`src/rtl/assert_macros.svh`:
```
// Assertion helpers shared by the RTL modules.
`ifndef ASSERT_MACROS_SVH
`define ASSERT_MACROS_SVH

// Same-cycle implication check.
`define ASSERT_IMP(label, clk, rst, ante, cons) \
   label: assert property (@(posedge clk) disable iff (rst) (ante) |-> (cons)) \
      else $error("implication check failed");

// Next-cycle implication check.
`define ASSERT_NXT(label, clk, rst, ante, cons) \
   label: assert property (@(posedge clk) disable iff (rst) (ante) |=> (cons)) \
      else $error("next-cycle check failed");

`endif

```
`src/rtl/sobel_em_pkg.sv`:
```
package sobel_em_pkg;

   localparam int MAX_WIDTH  = 4096;
   localparam int MAX_HEIGHT = 4096;
   localparam int COL_W      = $clog2(MAX_WIDTH);
   localparam int ROW_W      = $clog2(MAX_HEIGHT);
   localparam int CSR_W      = 13;
   localparam int PIX_W      = 8;
   localparam int LSUM_W     = PIX_W + 2;     // weighted sum of three taps
   localparam int GRAD_W     = PIX_W + 3;     // signed gradient
   localparam int PROD_W     = 2 * GRAD_W;
   localparam int SQ_W       = 20;            // 1020^2 fits in 20 bits
   localparam int SUM_W      = SQ_W + 1;
   localparam int RAD_W      = 2 * PIX_W;     // radicand when not saturated
   localparam int REM_W      = PIX_W + 3;
   localparam int ROOT_STEPS = PIX_W;
   localparam int STEP_W     = $clog2(ROOT_STEPS);
   localparam int SAT_LIMIT  = 65025;
   localparam int SAT_VALUE  = 255;
   localparam int MIN_DIM    = 3;

   // Register indexes
   localparam logic CSR_LINE_WIDTH   = 1'b0;
   localparam logic CSR_FRAME_HEIGHT = 1'b1;

   typedef enum logic [2:0] {
      ST_IDLE,
      ST_READ,
      ST_SQUARE,
      ST_SUM,
      ST_ROOT,
      ST_OUTPUT
   } state_type;

   typedef struct packed {
      logic accept;
      logic read;
      logic square;
      logic sum;
      logic root;
      logic out_load;
   } cmd_type;

   typedef struct packed {
      logic emit;
      logic root_last;
   } status_type;

endpackage

```
`src/rtl/sobel_em_ctrl.sv`:
```
`include "assert_macros.svh"

module sobel_em_ctrl (
   input  logic                     clock,
   input  logic                     reset,
   input  logic                     req_valid,
   output logic                     req_stall,
   output logic                     rsp_valid,
   input  logic                     rsp_stall,
   input  sobel_em_pkg::status_type status,
   output sobel_em_pkg::cmd_type    cmd
);

   sobel_em_pkg::state_type state_ff, state_in;
   logic rsp_valid_ff, rsp_valid_in;
   logic out_free;

   // State and result valid registers
   always_ff @(posedge clock) begin
      if (reset) begin
         state_ff     <= sobel_em_pkg::ST_IDLE;
         rsp_valid_ff <= 1'b0;
      end else begin
         state_ff     <= state_in;
         rsp_valid_ff <= rsp_valid_in;
      end
   end

   assign out_free = !rsp_valid_ff || !rsp_stall;

   // Next state and datapath commands
   always_comb begin
      state_in  = state_ff;
      cmd       = '0;
      req_stall = 1'b1;
      case (state_ff)
         sobel_em_pkg::ST_IDLE: begin
            req_stall = 1'b0;
            if (req_valid) begin
               cmd.accept = 1'b1;
               state_in   = sobel_em_pkg::ST_READ;
            end
         end
         sobel_em_pkg::ST_READ: begin
            cmd.read = 1'b1;
            state_in = status.emit ? sobel_em_pkg::ST_SQUARE : sobel_em_pkg::ST_IDLE;
         end
         sobel_em_pkg::ST_SQUARE: begin
            cmd.square = 1'b1;
            state_in   = sobel_em_pkg::ST_SUM;
         end
         sobel_em_pkg::ST_SUM: begin
            cmd.sum  = 1'b1;
            state_in = sobel_em_pkg::ST_ROOT;
         end
         sobel_em_pkg::ST_ROOT: begin
            cmd.root = 1'b1;
            if (status.root_last) begin
               state_in = sobel_em_pkg::ST_OUTPUT;
            end
         end
         sobel_em_pkg::ST_OUTPUT: begin
            if (out_free) begin
               cmd.out_load = 1'b1;
               state_in     = sobel_em_pkg::ST_IDLE;
            end
         end
         default: begin
            state_in = sobel_em_pkg::ST_IDLE;
         end
      endcase
   end

   // Hold the result while stalled, drop it once taken
   assign rsp_valid_in = cmd.out_load || (rsp_valid_ff && rsp_stall);
   assign rsp_valid    = rsp_valid_ff;

   `ASSERT_IMP(a_no_overwrite, clock, reset, cmd.out_load, !rsp_valid_ff || !rsp_stall)
   `ASSERT_NXT(a_accept_reads, clock, reset, cmd.accept, state_ff == sobel_em_pkg::ST_READ)
   `ASSERT_NXT(a_root_done, clock, reset, cmd.root && status.root_last,
      state_ff == sobel_em_pkg::ST_OUTPUT)
   `ASSERT_NXT(a_load_valid, clock, reset, cmd.out_load, rsp_valid_ff)

endmodule

```
`config.mk`:
```
export PLATFORM = sky130hd
export DESIGN_NAME = sobel_em_ctrl
export DESIGN_NICKNAME = d
export VERILOG_FILES = /design/src/rtl/sobel_em_pkg.sv /design/src/rtl/sobel_em_ctrl.sv
export VERILOG_INCLUDE_DIRS = /design/src /design/src/rtl
export SDC_FILE = /design/constraint.sdc
export NUM_CORES = 1
export LEC_CHECK = 0
export BUFFER_PORTS_ARGS = -buffer_cell sky130_fd_sc_hd__clkbuf_2
export CAP_MARGIN = 40
export CORE_AREA = 2 2 39 41
export DETAILED_ROUTE_END_ITERATION = 16
export DIE_AREA = 0 0 41 43
export MAX_ROUTING_LAYER = met4
export SLEW_MARGIN = 10
export SYNTH_ARGS = -nofsm -noshare
export SYNTH_HDL_FRONTEND = slang
export SYNTH_SLANG_ARGS = --single-unit
```
`constraint.sdc`:
```
create_clock -name clock -period 2.8 [get_ports clock]
set_clock_uncertainty 0.2 [all_clocks]
set_input_delay 0.14 -clock clock [delete_from_list [all_inputs] [get_ports clock]]
set_output_delay 0.14 -clock clock [all_outputs]
set_load 0.01 [all_outputs]
```
==> impl_metrics.ini <==
[sta]
drv_slew = 0
setup_violations = 0
fin_setup_tns_ns = 0
tightest_slew_ns = 0.307
rsz0062_at_grt = no
fin_crit_ns = 1.60
min_period_over_period_pct = 57.0
max_freq_mhz = 626
slew_headroom_pct = 79.5
hold_viol_final = 0

[clock_tree]
clk_pin_slew_ns = 0.04
cts-resized-gates = 0
clockBufferDepth = 2
cts_max_level = 1
clk_latency_ns = 0.23
cts_buffers = 3
cts_tree = built
cts.sinks = 4
cts_root_buffer = clkbuf_4

[logic_synthesis]
yosys_warnings = 0
syn-num-nets = 33
synth_seq_cells = 4
synth.top_cells.by_area = dfxtp_1, a21oi_1, nor3b_1, nor2b_4, a211oi_2
synth-edff-count = 0
post-synth-top-count-cell = dfxtp_1
netlist_instances = 27
synth_top_area_cell = dfxtp_1
ys_seq_area_share_pct = 31.4
syn_avg_cell_area_um2 = 9.45
synthArstFlopShare_pct = 0
synth.top_cell.area_share_pct = 31.4
netlist_area_um2 = 255
synthFlopType = dfxtp_1
synth_cell_types = 19
synth_common_cells = dfxtp_1, a21oi_1, nand2_1

[critical_path]
path_delay_family = flip-flops
critical_path_peak_fanout = 8
critPathLaunchType = flip-flop
regToRegStartpoint = state_ff[1]
cp_cell_sequence = nor2b_4 -> nand2_1 -> a21oi_1 -> clkbuf_2
cp-end-kind = primary output
cpPeakStageDelay_ns = 0.45
worstSetupPathType = reg2out
crit_arrival_ns = 1.26
crit_start = state_ff[2]
worst-endpoint-required_ns = 2.46
critPathBufInv = 1
cpMaxStageDelayCell = dfxtp_1

[detailed_routing]
viasPerCell = 4.17
drc = 0
ant_nets = 0
drt_iter0_drc = 2
vias = 246
wl_per_cell_um = 8.76
dr.pass1.iters = 3
routed_wl_um = 517

[floorplan]
dieArea_mm2 = 0.00176
num_rows = 14
die_y_um = 43
io-pin-count = 14
initial_utilization_pct = 18.4
die_w_um = 41
fp.coreArea_mm2 = 0.00138

[power_and_ir_drop]
comb_power_share_pct = 20.4
p_switching_uw = 43.8
power_density_mw_per_mm2 = 472
pwr-share-seq_pct = 38.8
p_total_uw = 173
peakVddDrop_mv = 0.194
power.internal_uw = 129
swShare_pct = 25.4
pwr-share-clk_pct = 40.8
power.leakage_uw = 0.000166

[placed_design]
numPortBuffers = 13
hpwl_um = 419
place.gp.congestion = 0.648
placed_area_um2 = 333

[flow_run]
drv_cap = 0

[status]
outcome = complete, no violations

[layout]
final_area_um2 = 365
fill_cells = 165
layout.nets = 51
n_antenna_cell = 0
layout-drive-gt1-share_pct = 58.1
syn2layout_area_growth_pct = 43.1

[global_route]
antenna_found_initial = 0
first_global_vias = 195
track_usage_pct = 7.00
grt_max_degree = 12
grt_pass1_wl_um = 731
grt-ovfl-total = 0

[min_path]
min_from = rsp_stall
min_path_type = in2reg
-- through the flow --
step / hold WS, ns / worst slack [ns] / utilization, % / cells
6_report: 0.00797 / 1.20 / 26.4 / 59
5_1_grt: 0.0481 / 1.11 / 26.4 / 59
4_1_cts: 0.000941 / 1.21 / 26.4 / 59
3_5_place_dp: 0.180 / 1.46 / 24.1 / 55
3_3_place_gp: 0.179 / 1.47 / 24.1 / 55
2_1_floorplan: 0.00907 / 1.54 / - / 27
-- flip-flops by register name, indices dropped and copies added, names as in the netlist --
| name | flops |
|---|---|
| state_ff | 3 |
| rsp_valid | 1 |
-- area by class of cell --
cell class                      instances  area (µm²)  share of cell area (%)
Clock buffer                            3        22.5                    6.16
Timing Repair Buffer                   14        75.1                    20.5
Inverter                                1        3.75                    1.03
Multi-Input combinational cell         21         164                    44.9
Tap cell                               16        20.0                    5.48
Sequential cell                         4        80.1                    21.9
-- worst min-delay path: stages --
cell      delay, ns
clkbuf_2       0.09
nand2_1        0.09
a21oi_1        0.07
-- path summary, 6_finish.rpt --
check	slack, ns	end	cells past startpoint
max	1.20	cmd[0]	4
min	0.008	rsp_valid	3
max reg2reg	1.56	state_ff[2]	3
min reg2reg	0.35	rsp_valid	2
-- layer usage --
metal  track usage [%]  share of wire [%]  up-vias
met4              6.00                  0        0
met3              6.81                 10        0
met5                 -                  0        -
met2              8.13                 45        8
met1              6.45                 44      110
li1                  -                  -      128
-- logic make-up (layout without fill, tap and decap cells) --
family	count (synthesis)	after routing	share of synthesized area (%)
and+or+nand+nor	13	13	39.2
AOI/OAI and AO/OA	7	7	20.6
DFF	4	4	31.4
buffers and inverters	2	18	4.41
muxes	1	1	4.41
-- power by group through the flow --
stage / sequential [µW] / combinational (µW) / clock [µW]
2_1_floorplan: 64.0 / 27.2 / 0
3_3_place_gp: 68.1 / 34.5 / 0
3_5_place_dp: 68.1 / 34.8 / 0
4_1_cts: 67.2 / 35.9 / 74.4
5_1_grt: 68.2 / 38.4 / 79.3
6_report: 67.0 / 35.2 / 70.4
-- cells in the final DEF (no fill, tap or decap) --
master / instances
nand2b_1: 1
nand2_1: 3
inv_1: 1
o21ai_1: 1
nor3b_2: 1
clkbuf_4: 3
or3_4: 1
nor2_2: 1
nor2b_4: 1
o21ba_1: 1
clkbuf_2: 13
nor2_1: 1
a211oi_2: 1
a21oi_1: 3
nor3_2: 1
o21ba_2: 1
mux2_2: 1
nor3b_1: 2
dfxtp_1: 4
and3b_2: 1
dlygate4sd3_1: 1
-- timing repair --
action | CTS | global route
hold buffers | 1 | 0
endpoints found under the hold margin | 3 | 0
buffers inserted | 0 | 0
Note: power is estimated with default switching activity, not from simulation.
